### src/sv/gscw_pkg.sv
`timescale 1ns / 1ps
// Shared constants, codes and control structs of the grid segment cell walk.
package gscw_pkg;

  localparam int MAX_CELLS_PER_AXIS = 32;
  localparam int AXIS_BITS = $clog2(MAX_CELLS_PER_AXIS);
  localparam int MAX_OUT = 63;

  localparam int COORD_W = 16;   // input coordinates and origins
  localparam int SIZE_W = 12;    // cell width and height
  localparam int COUNT_W = 6;    // columns_used, rows_used, result count
  localparam int INDEX_W = 10;   // cell_index
  localparam int REL_W = COORD_W + 1;       // coordinate minus origin
  localparam int CELL_W = COORD_W + 2;      // signed cell coordinate
  localparam int DIV_W = COORD_W;           // magnitude of a relative coordinate
  localparam int ITER_W = $clog2(DIV_W);
  localparam int MUL_W = SIZE_W + COORD_W;  // boundary distance times delta
  localparam int PROD_W = MUL_W + 6;        // running scaled distances

  localparam int CFG_IDX_W = 3;
  localparam int CFG_DATA_W = 16;

  // register indexes
  localparam logic [CFG_IDX_W-1:0] REG_ORIGIN_X     = 3'd0;
  localparam logic [CFG_IDX_W-1:0] REG_ORIGIN_Y     = 3'd1;
  localparam logic [CFG_IDX_W-1:0] REG_CELL_WIDTH   = 3'd2;
  localparam logic [CFG_IDX_W-1:0] REG_CELL_HEIGHT  = 3'd3;
  localparam logic [CFG_IDX_W-1:0] REG_COLUMNS_USED = 3'd4;
  localparam logic [CFG_IDX_W-1:0] REG_ROWS_USED    = 3'd5;

  // divider operand select
  localparam logic [1:0] OP_X0 = 2'd0;
  localparam logic [1:0] OP_Y0 = 2'd1;
  localparam logic [1:0] OP_X1 = 2'd2;
  localparam logic [1:0] OP_Y1 = 2'd3;

  // multiplier job select
  localparam logic [1:0] MUL_P  = 2'd0;
  localparam logic [1:0] MUL_Q  = 2'd1;
  localparam logic [1:0] MUL_WA = 2'd2;
  localparam logic [1:0] MUL_HB = 2'd3;

  localparam logic [1:0] SEL_LAST = 2'd3;

  typedef struct packed {
    logic signed [COORD_W-1:0] origin_x;
    logic signed [COORD_W-1:0] origin_y;
    logic [SIZE_W-1:0]         cell_width;
    logic [SIZE_W-1:0]         cell_height;
    logic [COUNT_W-1:0]        columns_used;
    logic [COUNT_W-1:0]        rows_used;
  } gscw_cfg_t;

  typedef struct packed {
    logic       idle;
    logic       load;
    logic       div_load;
    logic       div_iter;
    logic       div_store;
    logic       mul;
    logic       walk;
    logic       flush;
    logic [1:0] sel;
  } gscw_cmd_t;

  typedef struct packed {
    logic walk_hold;
    logic at_end;
    logic out_free;
  } gscw_stat_t;

endpackage

### src/sv/gscw_seg_if.sv
`timescale 1ns / 1ps
// Segment input channel.
interface gscw_seg_if import gscw_pkg::*; ();
  logic                      valid;
  logic                      ready;
  logic signed [COORD_W-1:0] start_x;
  logic signed [COORD_W-1:0] start_y;
  logic signed [COORD_W-1:0] end_x;
  logic signed [COORD_W-1:0] end_y;

  modport source (output valid, start_x, start_y, end_x, end_y, input ready);
  modport sink (input valid, start_x, start_y, end_x, end_y, output ready);
endinterface

### src/sv/gscw_cell_if.sv
`timescale 1ns / 1ps
// Cell result output channel.
interface gscw_cell_if import gscw_pkg::*; ();
  logic               valid;
  logic               ready;
  logic [INDEX_W-1:0] cell_index;
  logic               inside_res;
  logic               last;

  modport source (output valid, cell_index, inside_res, last, input ready);
  modport sink (input valid, cell_index, inside_res, last, output ready);
endinterface

### src/sv/gscw_cfg_if.sv
`timescale 1ns / 1ps
// Configuration register write channel.
interface gscw_cfg_if import gscw_pkg::*; ();
  logic                  valid;
  logic                  ready;
  logic [CFG_IDX_W-1:0]  index;
  logic [CFG_DATA_W-1:0] data;

  modport source (output valid, index, data, input ready);
  modport sink (input valid, index, data, output ready);
endinterface

### src/sv/gscw_ctrl.sv
`timescale 1ns / 1ps
// Sequencer: load, four divisions, four multiplies, walk, final flush.
module gscw_ctrl import gscw_pkg::*; (
  input  logic       clk,
  input  logic       rst,
  input  logic       in_valid,
  input  gscw_stat_t stat,
  output gscw_cmd_t  cmd
);

  localparam logic [2:0] S_IDLE   = 3'd0;
  localparam logic [2:0] S_DLOAD  = 3'd1;
  localparam logic [2:0] S_DITER  = 3'd2;
  localparam logic [2:0] S_DSTORE = 3'd3;
  localparam logic [2:0] S_MUL    = 3'd4;
  localparam logic [2:0] S_WALK   = 3'd5;
  localparam logic [2:0] S_FLUSH  = 3'd6;

  localparam logic [ITER_W-1:0] ITER_LAST = ITER_W'(DIV_W - 1);

  logic [2:0]        state, state_next;
  logic [1:0]        sel, sel_next;
  logic [ITER_W-1:0] iter, iter_next;

  always_comb begin
    state_next = state;
    sel_next = sel;
    iter_next = iter;
    cmd = '0;
    cmd.sel = sel;
    unique case (state)
      S_IDLE: begin
        cmd.idle = 1'b1;
        if (in_valid) begin
          cmd.load = 1'b1;
          sel_next = OP_X0;
          state_next = S_DLOAD;
        end
      end
      S_DLOAD: begin
        cmd.div_load = 1'b1;
        iter_next = '0;
        state_next = S_DITER;
      end
      S_DITER: begin
        cmd.div_iter = 1'b1;
        iter_next = iter + 1'b1;
        if (iter == ITER_LAST) state_next = S_DSTORE;
      end
      S_DSTORE: begin
        cmd.div_store = 1'b1;
        sel_next = sel + 1'b1;
        if (sel == SEL_LAST) state_next = S_MUL;
        else state_next = S_DLOAD;
      end
      S_MUL: begin
        cmd.mul = 1'b1;
        sel_next = sel + 1'b1;
        if (sel == SEL_LAST) state_next = S_WALK;
      end
      S_WALK: begin
        cmd.walk = !stat.walk_hold;
        if (cmd.walk && stat.at_end) state_next = S_FLUSH;
      end
      S_FLUSH: begin
        cmd.flush = stat.out_free;
        if (stat.out_free) state_next = S_IDLE;
      end
      default: state_next = S_IDLE;
    endcase
  end

  always_ff @(posedge clk) begin
    if (rst) begin
      state <= S_IDLE;
      sel <= '0;
      iter <= '0;
    end else begin
      state <= state_next;
      sel <= sel_next;
      iter <= iter_next;
    end
  end

endmodule

### src/sv/gscw_dp.sv
`timescale 1ns / 1ps
// Datapath: floor divider, setup multiplier, walk registers and output word.
module gscw_dp import gscw_pkg::*; (
  input  logic                      clk,
  input  logic                      rst,
  input  gscw_cfg_t                 cfg,
  input  gscw_cmd_t                 cmd,
  output gscw_stat_t                stat,
  input  logic signed [COORD_W-1:0] start_x,
  input  logic signed [COORD_W-1:0] start_y,
  input  logic signed [COORD_W-1:0] end_x,
  input  logic signed [COORD_W-1:0] end_y,
  output logic                      out_valid,
  input  logic                      out_ready,
  output logic [INDEX_W-1:0]        cell_index,
  output logic                      inside_res,
  output logic                      last
);

  localparam logic [COUNT_W-1:0] AXIS_MAX = COUNT_W'(MAX_CELLS_PER_AXIS);
  localparam logic [COUNT_W-1:0] CNT_MAX = COUNT_W'(MAX_OUT);

  // segment, latched at load
  logic signed [REL_W-1:0] rx0, ry0, rx1, ry1;
  logic [SIZE_W-1:0]       w, h;
  logic [COUNT_W-1:0]      cols, rows;
  logic [DIV_W-1:0]        adx, ady;
  logic                    dx_pos, dx_neg, dy_pos, dy_neg;

  // divider
  logic [SIZE_W-1:0] div_rem, div_d;
  logic [DIV_W-1:0]  div_quo;
  logic              div_neg;

  // walk
  logic signed [CELL_W-1:0] x, y, lx, ly;
  logic [SIZE_W-1:0]        rem_x0, rem_y0;
  logic [PROD_W-1:0]        p_acc, q_acc;
  logic [MUL_W-1:0]         wa, hb;
  logic                     pend_v;
  logic [INDEX_W-1:0]       pend_idx;
  logic [COUNT_W-1:0]       cnt;

  // load-time arithmetic
  logic signed [REL_W-1:0] rx0_n, ry0_n, rx1_n, ry1_n, dx_n, dy_n;
  logic [REL_W-1:0]        adx_n, ady_n;

  assign rx0_n = {start_x[COORD_W-1], start_x} - {cfg.origin_x[COORD_W-1], cfg.origin_x};
  assign ry0_n = {start_y[COORD_W-1], start_y} - {cfg.origin_y[COORD_W-1], cfg.origin_y};
  assign rx1_n = {end_x[COORD_W-1], end_x} - {cfg.origin_x[COORD_W-1], cfg.origin_x};
  assign ry1_n = {end_y[COORD_W-1], end_y} - {cfg.origin_y[COORD_W-1], cfg.origin_y};
  assign dx_n = {end_x[COORD_W-1], end_x} - {start_x[COORD_W-1], start_x};
  assign dy_n = {end_y[COORD_W-1], end_y} - {start_y[COORD_W-1], start_y};
  assign adx_n = dx_n[REL_W-1] ? REL_W'(-dx_n) : REL_W'(dx_n);
  assign ady_n = dy_n[REL_W-1] ? REL_W'(-dy_n) : REL_W'(dy_n);

  always_ff @(posedge clk) begin
    if (cmd.load) begin
      rx0 <= rx0_n;
      ry0 <= ry0_n;
      rx1 <= rx1_n;
      ry1 <= ry1_n;
      adx <= adx_n[DIV_W-1:0];
      ady <= ady_n[DIV_W-1:0];
      dx_pos <= !dx_n[REL_W-1] && (dx_n != '0);
      dx_neg <= dx_n[REL_W-1];
      dy_pos <= !dy_n[REL_W-1] && (dy_n != '0);
      dy_neg <= dy_n[REL_W-1];
      // zero size behaves as one
      w <= (cfg.cell_width == '0) ? SIZE_W'(1) : cfg.cell_width;
      h <= (cfg.cell_height == '0) ? SIZE_W'(1) : cfg.cell_height;
      cols <= (cfg.columns_used > AXIS_MAX) ? AXIS_MAX : cfg.columns_used;
      rows <= (cfg.rows_used > AXIS_MAX) ? AXIS_MAX : cfg.rows_used;
    end
  end

  // restoring divider on magnitudes, floor fix-up at store
  logic signed [REL_W-1:0] div_a;
  logic [REL_W-1:0]        div_mag;
  logic [SIZE_W:0]         trial;
  logic signed [CELL_W-1:0] q_ext, fq;
  logic [SIZE_W-1:0]        fr;

  always_comb begin
    case (cmd.sel)
      OP_X0:   div_a = rx0;
      OP_Y0:   div_a = ry0;
      OP_X1:   div_a = rx1;
      default: div_a = ry1;
    endcase
  end

  assign div_mag = div_a[REL_W-1] ? REL_W'(-div_a) : REL_W'(div_a);
  assign trial = {div_rem, div_quo[DIV_W-1]} - {1'b0, div_d};
  assign q_ext = $signed(CELL_W'(div_quo));
  assign fq = div_neg ? ((div_rem != '0) ? -q_ext - CELL_W'(1) : -q_ext) : q_ext;
  assign fr = (div_neg && div_rem != '0) ? div_d - div_rem : div_rem;

  always_ff @(posedge clk) begin
    if (cmd.div_load) begin
      div_quo <= div_mag[DIV_W-1:0];
      div_rem <= '0;
      div_neg <= div_a[REL_W-1];
      div_d <= cmd.sel[0] ? h : w;
    end else if (cmd.div_iter) begin
      if (!trial[SIZE_W]) begin
        div_rem <= trial[SIZE_W-1:0];
        div_quo <= {div_quo[DIV_W-2:0], 1'b1};
      end else begin
        div_rem <= {div_rem[SIZE_W-2:0], div_quo[DIV_W-1]};
        div_quo <= {div_quo[DIV_W-2:0], 1'b0};
      end
    end
  end

  // first boundary distances from the floor remainders
  logic [SIZE_W-1:0] nx0, ny0, mul_a;
  logic [DIV_W-1:0]  mul_b;
  logic [MUL_W-1:0]  prod;

  assign nx0 = dx_pos ? w - rem_x0 : (dx_neg ? rem_x0 : '0);
  assign ny0 = dy_pos ? h - rem_y0 : (dy_neg ? rem_y0 : '0);

  always_comb begin
    case (cmd.sel)
      MUL_P:   begin mul_a = nx0; mul_b = ady; end
      MUL_Q:   begin mul_a = ny0; mul_b = adx; end
      MUL_WA:  begin mul_a = w;   mul_b = ady; end
      default: begin mul_a = h;   mul_b = adx; end
    endcase
  end

  assign prod = MUL_W'(mul_a) * MUL_W'(mul_b);

  // walk step
  logic              in_grid, at_end, emit_new, out_free, hold, take_x;
  logic [INDEX_W-1:0] idx;

  assign in_grid = !x[CELL_W-1] && (x < $signed(CELL_W'(cols))) &&
                   !y[CELL_W-1] && (y < $signed(CELL_W'(rows)));
  assign at_end = (x == lx) && (y == ly);
  assign emit_new = in_grid && (cnt != CNT_MAX);
  assign out_free = !out_valid || out_ready;
  assign hold = emit_new && pend_v && !out_free;
  // row axis wins a tie
  assign take_x = (y == ly) ? 1'b1 : ((x == lx) ? 1'b0 : (p_acc < q_acc));
  assign idx = INDEX_W'(INDEX_W'(x[AXIS_BITS-1:0]) * INDEX_W'(rows)) +
               INDEX_W'(y[AXIS_BITS-1:0]);

  assign stat.walk_hold = hold;
  assign stat.at_end = at_end;
  assign stat.out_free = out_free;

  always_ff @(posedge clk) begin
    if (cmd.div_store) begin
      case (cmd.sel)
        OP_X0:   begin x <= fq; rem_x0 <= fr; end
        OP_Y0:   begin y <= fq; rem_y0 <= fr; end
        OP_X1:   lx <= fq;
        default: ly <= fq;
      endcase
    end
    if (cmd.mul) begin
      case (cmd.sel)
        MUL_P:   p_acc <= PROD_W'(prod);
        MUL_Q:   q_acc <= PROD_W'(prod);
        MUL_WA:  wa <= prod;
        default: hb <= prod;
      endcase
    end
    if (cmd.walk && !at_end) begin
      if (take_x) begin
        x <= (x < lx) ? x + CELL_W'(1) : x - CELL_W'(1);
        p_acc <= p_acc + PROD_W'(wa);
      end else begin
        y <= (y < ly) ? y + CELL_W'(1) : y - CELL_W'(1);
        q_acc <= q_acc + PROD_W'(hb);
      end
    end
    if (cmd.walk && emit_new) pend_idx <= idx;
  end

  // one cell held back so the final word can carry last
  always_ff @(posedge clk) begin
    if (rst) begin
      pend_v <= 1'b0;
      cnt <= '0;
      out_valid <= 1'b0;
    end else begin
      if (out_valid && out_ready) out_valid <= 1'b0;
      if (cmd.load) begin
        pend_v <= 1'b0;
        cnt <= '0;
      end
      if (cmd.walk && emit_new) begin
        pend_v <= 1'b1;
        cnt <= cnt + 1'b1;
        if (pend_v) out_valid <= 1'b1;
      end
      if (cmd.flush) out_valid <= 1'b1;
    end
  end

  always_ff @(posedge clk) begin
    if (cmd.walk && emit_new && pend_v) begin
      cell_index <= pend_idx;
      inside_res <= 1'b1;
      last <= 1'b0;
    end else if (cmd.flush) begin
      cell_index <= pend_v ? pend_idx : '0;
      inside_res <= pend_v;
      last <= 1'b1;
    end
  end

  a_flush_empty: assert property (@(posedge clk) disable iff (rst)
    cmd.flush && !pend_v |=> out_valid && !inside_res && last)
    else $error("empty segment word wrong");

  a_pend_counted: assert property (@(posedge clk) disable iff (rst)
    pend_v |-> cnt != '0)
    else $error("held cell not counted");

  a_push_word: assert property (@(posedge clk) disable iff (rst)
    cmd.walk && emit_new && pend_v |=> out_valid && inside_res && !last)
    else $error("pushed cell word wrong");

  a_load_clears: assert property (@(posedge clk) disable iff (rst)
    cmd.load |=> !pend_v && cnt == '0)
    else $error("segment load left walk state");

endmodule

### src/sv/grid_segment_cell_walk.sv
`timescale 1ns / 1ps
// Top level: configuration registers, sequencer and datapath of the cell walk.
//
// A segment word (start_x, start_y, end_x, end_y) enters on seg; the block
// answers on cells with the linear index column*rows+row of each grid cell the
// segment crosses, in walk order, last set on the final word of the segment.
// A segment with no cell inside the grid gives one word with inside_res clear.
// At most 63 cells are reported; the walk still runs to the end cell.
// Registers are written on cfg (index, data); write them only while idle.
// Work per segment: a load, four floor divisions on a shared one-bit-per-cycle
// divider, four products on one shared multiplier, then one walk step per cell
// visited (|end column - start column| + |end row - start row| + 1), held while
// cells stalls, then the final word.
// seg.ready is high only while no segment is in work. One result is held
// back until the next is found, so the first word appears after the second
// inside cell or at the end of the walk. When cells stalls, the output
// register holds its word and the walk waits at the next reportable cell.
// Reset (rst, synchronous) empties the block and loads register defaults:
// origin 0, cell size 16 by 16, 32 columns and 32 rows.
module grid_segment_cell_walk import gscw_pkg::*; (
  input logic         clk,
  input logic         rst,
  gscw_seg_if.sink    seg,
  gscw_cell_if.source cells,
  gscw_cfg_if.sink    cfg
);

  gscw_cfg_t  regs;
  gscw_cmd_t  cmd;
  gscw_stat_t stat;

  assign cfg.ready = 1'b1;
  assign seg.ready = cmd.idle;

  always_ff @(posedge clk) begin
    if (rst) begin
      regs.origin_x <= '0;
      regs.origin_y <= '0;
      regs.cell_width <= SIZE_W'(16);
      regs.cell_height <= SIZE_W'(16);
      regs.columns_used <= COUNT_W'(32);
      regs.rows_used <= COUNT_W'(32);
    end else if (cfg.valid) begin
      unique case (cfg.index)
        REG_ORIGIN_X:     regs.origin_x <= $signed(cfg.data[COORD_W-1:0]);
        REG_ORIGIN_Y:     regs.origin_y <= $signed(cfg.data[COORD_W-1:0]);
        REG_CELL_WIDTH:   regs.cell_width <= cfg.data[SIZE_W-1:0];
        REG_CELL_HEIGHT:  regs.cell_height <= cfg.data[SIZE_W-1:0];
        REG_COLUMNS_USED: regs.columns_used <= cfg.data[COUNT_W-1:0];
        REG_ROWS_USED:    regs.rows_used <= cfg.data[COUNT_W-1:0];
        default: ;
      endcase
    end
  end

  gscw_ctrl u_ctrl (
    .clk      (clk),
    .rst      (rst),
    .in_valid (seg.valid),
    .stat     (stat),
    .cmd      (cmd)
  );

  gscw_dp u_dp (
    .clk        (clk),
    .rst        (rst),
    .cfg        (regs),
    .cmd        (cmd),
    .stat       (stat),
    .start_x    (seg.start_x),
    .start_y    (seg.start_y),
    .end_x      (seg.end_x),
    .end_y      (seg.end_y),
    .out_valid  (cells.valid),
    .out_ready  (cells.ready),
    .cell_index (cells.cell_index),
    .inside_res (cells.inside_res),
    .last       (cells.last)
  );

endmodule

### src/flat_wrapper.sv
// flat-port wrapper written by rule: the top's interface ports become plain ports
module grid_segment_cell_walk_flat import gscw_pkg::*;
  (clk, rst, seg_valid, seg_start_x, seg_start_y, seg_end_x, seg_end_y, seg_ready, cells_valid, cells_cell_index, cells_inside_res, cells_last, cells_ready, cfg_valid, cfg_index, cfg_data, cfg_ready);
  gscw_seg_if seg_i ();
  gscw_cell_if cells_i ();
  gscw_cfg_if cfg_i ();
  input logic clk;
  input logic rst;
  input wire logic [$bits(seg_i.valid)-1:0] seg_valid;
  input wire logic [$bits(seg_i.start_x)-1:0] seg_start_x;
  input wire logic [$bits(seg_i.start_y)-1:0] seg_start_y;
  input wire logic [$bits(seg_i.end_x)-1:0] seg_end_x;
  input wire logic [$bits(seg_i.end_y)-1:0] seg_end_y;
  output wire logic [$bits(seg_i.ready)-1:0] seg_ready;
  output wire logic [$bits(cells_i.valid)-1:0] cells_valid;
  output wire logic [$bits(cells_i.cell_index)-1:0] cells_cell_index;
  output wire logic [$bits(cells_i.inside_res)-1:0] cells_inside_res;
  output wire logic [$bits(cells_i.last)-1:0] cells_last;
  input wire logic [$bits(cells_i.ready)-1:0] cells_ready;
  input wire logic [$bits(cfg_i.valid)-1:0] cfg_valid;
  input wire logic [$bits(cfg_i.index)-1:0] cfg_index;
  input wire logic [$bits(cfg_i.data)-1:0] cfg_data;
  output wire logic [$bits(cfg_i.ready)-1:0] cfg_ready;
  assign seg_i.valid = seg_valid;
  assign seg_i.start_x = seg_start_x;
  assign seg_i.start_y = seg_start_y;
  assign seg_i.end_x = seg_end_x;
  assign seg_i.end_y = seg_end_y;
  assign seg_ready = seg_i.ready;
  assign cells_valid = cells_i.valid;
  assign cells_cell_index = cells_i.cell_index;
  assign cells_inside_res = cells_i.inside_res;
  assign cells_last = cells_i.last;
  assign cells_i.ready = cells_ready;
  assign cfg_i.valid = cfg_valid;
  assign cfg_i.index = cfg_index;
  assign cfg_i.data = cfg_data;
  assign cfg_ready = cfg_i.ready;
  grid_segment_cell_walk u_core (.clk(clk), .rst(rst), .seg(seg_i), .cells(cells_i), .cfg(cfg_i));
endmodule
### config.mk
export PLATFORM = sky130hd
export DESIGN_NAME = grid_segment_cell_walk_flat
export DESIGN_NICKNAME = d
export VERILOG_FILES = /design/src/sv/gscw_pkg.sv /design/src/sv/gscw_seg_if.sv /design/src/sv/gscw_cell_if.sv /design/src/sv/gscw_cfg_if.sv /design/src/sv/gscw_ctrl.sv /design/src/sv/gscw_dp.sv /design/src/sv/grid_segment_cell_walk.sv /design/src/flat_wrapper.sv
export SDC_FILE = /design/constraint.sdc
export NUM_CORES = 2
export LEC_CHECK = 0
export BUFFER_PORTS_ARGS = -buffer_cell sky130_fd_sc_hd__buf_2
export CORE_MARGIN = 10
export CORE_UTILIZATION = 55
export DETAILED_ROUTE_END_ITERATION = 8
export HOLD_SLACK_MARGIN = 0.15
export PLACE_DENSITY = 0.71
export SYNTH_ARGS = -nofsm -noshare
export SYNTH_HDL_FRONTEND = slang
export SYNTH_SLANG_ARGS = --single-unit
### constraint.sdc
create_clock -name clk -period 9.2 [get_ports clk]
set_input_delay 0.46 -clock clk [delete_from_list [all_inputs] [get_ports clk]]
set_output_delay 0.46 -clock clk [all_outputs]
set_load 0.1 [all_outputs]
* Yosys cells after proc, flatten, opt, wreduce, memory -nomap -nowiden
Cells that the tools add are included.
** Word-level totals
- Register bits :: 508
- Input bits :: 88
- Output and inout port bits :: 15
** Cells by class
- $add $sub $neg :: 25
- $mul :: 2
- $lt $le $gt $ge :: 7
- Equal/unequal tests :: 23
- Multiplexer cells :: 67
- Bitwise operators :: 1
- Reductions and logical operators :: 54
** Operators by type and width (number)
- two-way mux 34 bit :: 8
- two-way mux 18 bit :: 12
- subtractor 16 x 16 -> 17 bit :: 6
- two-way mux 16 bit :: 6
- two-way mux 12 bit :: 7
- adder 34 x 28 -> 34 bit :: 2
- subtractor 18 x 2 -> 18 bit, second input constant :: 3
- case mux 17 bit (3 select lines) :: 1
- negator 16 bit :: 3
- adder 18 x 2 -> 18 bit, second input constant :: 2
- equality test 18 bit :: 2
- < comparator 18 bit :: 2
- < comparator 18 x 7 -> 1 bit :: 2
- case mux 12 bit (3 select lines) :: 1
- subtractor 12 bit :: 3
- < comparator 34 bit :: 1
- nonzero test 17 bit :: 2
- two-way mux 10 bit :: 3
- multiplier 12 x 16 -> 28 bit :: 1
- AND reduction 2 bit :: 13
- logical NOT 12 bit :: 2
- case mux 3 bit (7 select lines) :: 1
- two-way mux 3 bit :: 6
- negator 16 -> 18 bit :: 1
- 31 further kinds :: 89

* Depth between registers and ports, before layout
- Depth after elaboration :: 12
- Gate-level depth with buffers :: 34
- Gate-level depth less buffers :: 33

* By module
A second synthesis with hierarchy kept.
** Second synthesis, totals
- Cell total of the unflattened synthesis :: 4447
- Area total of the unflattened synthesis :: 40971.8 um2
** Modules (own cells, without submodules)
- gscw_dp :: instances 1, cells each 4125, area an instance 37646.1 um2, seq. area each 11681.2 um2
- grid_segment_cell_walk :: instances 1, cells each 250, area an instance 2752.6 um2, seq. area each 1361.3 um2
- gscw_ctrl :: instances 1, cells each 72, area an instance 573.0 um2, seq. area each 180.2 um2

* Worst setup path before layout
Ideal clock, no wire load.
- Path kind :: register to register
- Start :: reg u_core.u_ctrl.sel[0]
- End :: reg u_core.u_dp.q_acc[21]
- Library setup time :: 0.132 ns
- Arrival :: 7.864 ns
- Required time :: 9.068 ns
- Setup slack :: 1.204 ns
- Stages on the path, launching flop included :: 29
- Clock period less this slack :: 7.996 ns
- Path through :: dfxtp_1 > clkbuf_1 > clkbuf_1 > inv_1 > ha_1 > clkbuf_1 > clkbuf_1 > nor2_1 > clkbuf_1 > buf_2 > mux2i_1 > nor3_1 > fa_1 > fa_1 > fa_1 > fa_1 > inv_1 > fa_1 > inv_1 > ha_1 > a21o_1 > a21o_1 > a21o_1 > or2_2 > a311oi_1 > o21ai_1 > xor2_1 > a211oi_1 > a21oi_1
** On the way
- Longest elaborated chain between the ends :: 8
- Elaborated cells on any way between the ends :: 11
- Those cells by class :: 1 x mul; 2 x eq/ne; 6 x mux; 2 x reduce/logical
** Ends and longest elaborated chain
- start, declared :: RTL line gscw_ctrl.sv:22 : logic [1:0] sel, sel_next;
- start signal, assigned :: RTL line gscw_ctrl.sv:80 : sel <= sel_next;
- equality test 2 bit / logical NOT 2 bit (equally long branches) :: RTL line gscw_dp.sv:125 : case (cmd.sel)
- OR reduction 2 bit (no source line)
- two-way mux 16 bit :: RTL line gscw_dp.sv:125
- multiplier 12 x 16 -> 28 bit (*) :: RTL line gscw_dp.sv:133 : assign prod = MUL_W'(mul_a) * MUL_W'(mul_b);
- named net u_core.u_dp.prod[21] :: RTL line gscw_dp.sv:119 : logic [MUL_W-1:0] prod;
- two-way mux 34 bit (*) :: RTL line gscw_dp.sv:164 : case (cmd.sel)
- two-way mux 34 bit (*) :: RTL line gscw_dp.sv:163 : if (cmd.mul) begin
- two-way mux 34 bit :: RTL line gscw_dp.sv:172 : if (take_x) begin
- two-way mux 34 bit (*) :: RTL line gscw_dp.sv:171 : if (cmd.walk && !at_end) begin
- end signal, assigned :: RTL line gscw_dp.sv:166 : MUL_Q: q_acc <= PROD_W'(prod);
- end signal, assigned :: RTL line gscw_dp.sv:177 : q_acc <= q_acc + PROD_W'(hb);
- end, declared :: RTL line gscw_dp.sv:38 : logic [PROD_W-1:0] p_acc, q_acc;
Mark *: on every way through the listed nets, which the timed path passes. The rest lies on a longest branch.
A chain may end at the register's enable or synchronous reset.

* Final worst setup path
- Start :: reg u_core.u_dp.h[0]
- End :: reg u_core.u_dp.p_acc[26]
** On the way
- Longest elaborated chain between the ends :: 8
** Ends and longest elaborated chain
- start, declared :: RTL line gscw_dp.sv:25 : logic [SIZE_W-1:0] w, h;
- start signal, assigned :: RTL line gscw_dp.sv:71 : h <= (cfg.cell_height == '0) ? SIZE_W'(1) : cfg.cell_height;
- subtractor 12 bit :: RTL line gscw_dp.sv:122 : assign ny0 = dy_pos ? h - rem_y0 : (dy_neg ? rem_y0 : '0);
- two-way mux 12 bit :: RTL line gscw_dp.sv:122
- case mux 12 bit (3 select lines) (*) :: RTL line gscw_dp.sv:125
- multiplier 12 x 16 -> 28 bit (*) :: RTL line gscw_dp.sv:133
- named net u_core.u_dp.prod[26] :: RTL line gscw_dp.sv:119
- two-way mux 34 bit (*) :: RTL line gscw_dp.sv:164
- two-way mux 34 bit (*) :: RTL line gscw_dp.sv:163
- two-way mux 34 bit :: RTL line gscw_dp.sv:172
- two-way mux 34 bit (*) :: RTL line gscw_dp.sv:171
- end signal, assigned :: RTL line gscw_dp.sv:165 : MUL_P: p_acc <= PROD_W'(prod);
- end signal, assigned :: RTL line gscw_dp.sv:174 : p_acc <= p_acc + PROD_W'(wa);
- end, declared :: RTL line gscw_dp.sv:38
Marked as above.

==> flow_summary.ini <==
[timing]
tns_ns = 0
whs_ns = 0.197
grt_setup_unrepaired = no
clock_skew_ns = 0.0761
maxSlewHeadroom = 0.206
hold_viol = 0
fin_crit_sh = 0.928
setup_viol = 0
period_minus_slack_ns = 8.54
max_slew.worst_pin.slew_ns = 1.18
fmax_mhz = 117
report.final.slew_viol_count = 0

[yosys]
synthesis.nets = 5170
synth_area_per_cell_um2 = 9.02
synthAdderAreaFrac = 0.208
synth_area_um2 = 40600
synth_edf_count = 305
synth_seq_area_share = 0.325
ys_types = 100
ys_seq_elements = 508
synth-simple-area-share = 0.163
synth_compound_area_frac = 0.161
synthArstFlopShare = 0
ys_top_cells_by_area = edfxtp_1 23%, ha_1 12%, dfxtp_1 10%, fa_1 8.4%, inv_1 4.8%
synth_top_area_cell = edfxtp_1
yosysWarnings = 0
synth_top_family_by_area = adder cells
synthXorXnorAreaFrac = 0.0545
synth_ff_type = edfxtp_1
syn_inst = 4509
yosysTopAreaCellShare = 0.225
synth.area.mux_share = 0.0252

[worst_hold_path]
hp-class = primary input to flop

[floorplan]
die_area_um2 = 85200
initial_utilization = 0.556
die-width_um = 292
rows = 99
die_h_um = 292
io_pins = 103
core-area_um2 = 73100

[cells_and_area]
fin_util = 0.602
drive_gt1_frac = 0.0658
final_common_cell = inv_1
layout.nets = 5219
area_delta_synth_final_pct = 8.19
num-fill-cells = 6347
layoutNonFillerInstCount = 5564
final_cell_mix = 520 x inv_1, 506 x nand2_1, 403 x ha_1

[outcome]
status = finished, final reports clean

[placed_design]
port_buffers = 101
gp_congestion = 0.982
dp_hpwl_um = 81200
dp_cells = 5445

[global_route]
grt_pass1_wl_um = 171000
grt_max_degree = 86
overflow = 0
grt_pass1_vias = 31963
antenna_found_initial = 1
track_usage = 0.246

[worst_setup_path]
endpoint_kind = flop
r2r-start = u_core.u_dp.h[0]$_SDFFCE_PN1P_
critPathKind = flop to flop
cp.arrival_ns = 9.11
regToRegSetupSlack_ns = 0.66
crit_start = u_core.u_dp.h[0]$_SDFFCE_PN1P_
max_stage_delay_ns = 0.78
critPathLaunchType = flop
slowest_stage = a221oi_1
crit_top_cell = fa_1
path_max_fanout = 6
crit_end = u_core.u_dp.p_acc[26]$_DFF_P_
required_ns = 9.77
r2r.worst_path.cells = 30
reg2reg_to = u_core.u_dp.p_acc[26]$_DFF_P_

[pwr]
powerDensity_nw_per_um2 = 393
ir_drop_mv = 0.741
p_leak_uw = 0.0192
p_total_uw = 17300

[detailed_routing]
routedWlPerCell_um = 19.1
dr_total_vias = 32524
ant_nets = 0
via_per_inst = 5.85
drt-total-wl_um = 106000
firstDrtPassIters = 8
drt_iter0_markers = 2370
drc = 0

[clock_network]
ctsResizeCount = 0
clkSinkCount = 508
cts_tree = yes
numCtsBuffers = 55
ctsRootBufferMaster = clkbuf_16
clock_latency_ns = 0.67
clkTransAtPathRegs_ns = 0.06
clockBufferDepth = 3
htreeDepth = 2

[job]
max_cap_viol_count = 0
-- layer usage --
metal  GRT usage  up-vias  wire length [µm]
li1            -    15915                 -
met1       0.330    15379             47200
met2       0.395     1050             47100
met3      0.0403      180              7890
met4      0.0909        0              4100
met5           0        -                 0
-- stage by stage --
stage               cell area, µm²  setup slack (ns)
floorplan                    40600              1.20
global placement             42000             0.823
detailed placement           42000             0.734
CTS                          44000             0.667
global route                 44000            0.0461
finish                       44000             0.662
-- report_power, final --
part           internal (µW)  switching (µW)
clock                   1260            1000
combinational           4170            7170
sequential              3440             259
total                   8870            8430
-- Yosys cell counts (9+ instances only) --
cell type / instances
a21boi_0: 17
xnor2_1: 158
ha_1: 403
nor4_1: 22
o21ai_0: 190
mux2_2: 29
a211o_1: 10
mux2i_1: 67
inv_1: 521
a221oi_1: 12
nand4_1: 27
a21o_1: 84
o21bai_1: 14
a222oi_1: 24
dfxtp_1: 203
o21ai_1: 18
a31oi_1: 32
a211oi_1: 43
nor3_1: 90
clkbuf_1: 125
and2_1: 54
edfxtp_1: 305
and3_1: 50
or2_2: 13
nor3b_1: 9
o21a_1: 41
buf_2: 16
fa_1: 170
or3_1: 51
nand2_1: 506
and4_1: 9
nor2_1: 290
o211ai_1: 39
nand3_1: 108
nand2b_1: 51
a31o_2: 10
nor2b_1: 70
xor2_1: 93
o22ai_1: 21
a2111oi_0: 10
nand3b_1: 21
a21oi_1: 320
o31ai_1: 20
-- timing repair --
item	in CTS	in global routing
setup buffers	0	0
hold buffers	15	0
endpoints found under the hold margin	47	0
-- worst min-delay path by stage --
stage	slack, ns	start	endpoint	depth (start not counted)
floorplan	0.43	u_core.u_dp.q_acc[33]$_DFF_P_	u_core.u_dp.q_acc[33]$_DFF_P_	1
global placement	0.44	u_core.regs[57]$_SDFFE_PP0P_	u_core.regs[57]$_SDFFE_PP0P_	2
detailed placement	0.45	u_core.regs[41]$_SDFFE_PP0P_	u_core.regs[41]$_SDFFE_PP0P_	2
CTS	0.16	cfg_data[5]	u_core.regs[41]$_SDFFE_PP0P_	3
global route	0.19	cfg_data[5]	u_core.regs[17]$_SDFFE_PP0P_	3
finish	0.20	cfg_data[5]	u_core.regs[57]$_SDFFE_PP0P_	3
-- worst max-delay path: cells and delay by family (launching register included) --
kind | cells | cell delay, ns
muxes | 2 | 0.25
xor gates and xnor gates | 2 | 0.46
buffers and inverters | 4 | 0.23
adders and majority gates | 8 | 3.56
and+or+nand+nor | 1 | 0.21
DFF | 1 | 0.42
AOI/OAI and AO/OA | 13 | 3.30
-- final cells by class --
| class | instances | area (µm²) | area share |
|---|---|---|---|
| diodes | 1 | 2.50 | 0.0000569 |
| clock buffers | 68 | 1480 | 0.0336 |
| clock inverters | 35 | 354 | 0.00805 |
| inverters | 524 | 1970 | 0.0448 |
| multi-input cells | 3324 | 24900 | 0.566 |
| flip-flops and latches | 508 | 13200 | 0.301 |
| well taps | 959 | 1200 | 0.0273 |
| repair buffers | 145 | 873 | 0.0199 |
-- logic make-up after synthesis --
kind of cell / Yosys count
AO/OA/AOI/OAI: 1006
XOR/XNOR: 252
adder cells (fa/ha/maj): 573
buffers and inverters: 677
flip-flops: 508
multiplexers: 98
other: 1
AND/OR/NAND/NOR: 1394
-- sequential cells by signal, indices dropped and copies added, names as in the netlist, 16 cells and up --
name,count
u_core.u_dp.ady,16
u_core.u_dp.q_acc,34
u_core.u_dp.div_quo,16
u_core.u_dp.y,18
u_core.u_dp.ly,18
u_core.u_dp.ry0,17
u_core.u_dp.x,18
u_core.regs,68
u_core.u_dp.adx,16
u_core.u_dp.rx0,17
u_core.u_dp.hb,28
u_core.u_dp.rx1,17
u_core.u_dp.lx,18
u_core.u_dp.wa,28
u_core.u_dp.p_acc,34
u_core.u_dp.ry1,17
(Power assumes the default switching activity.)
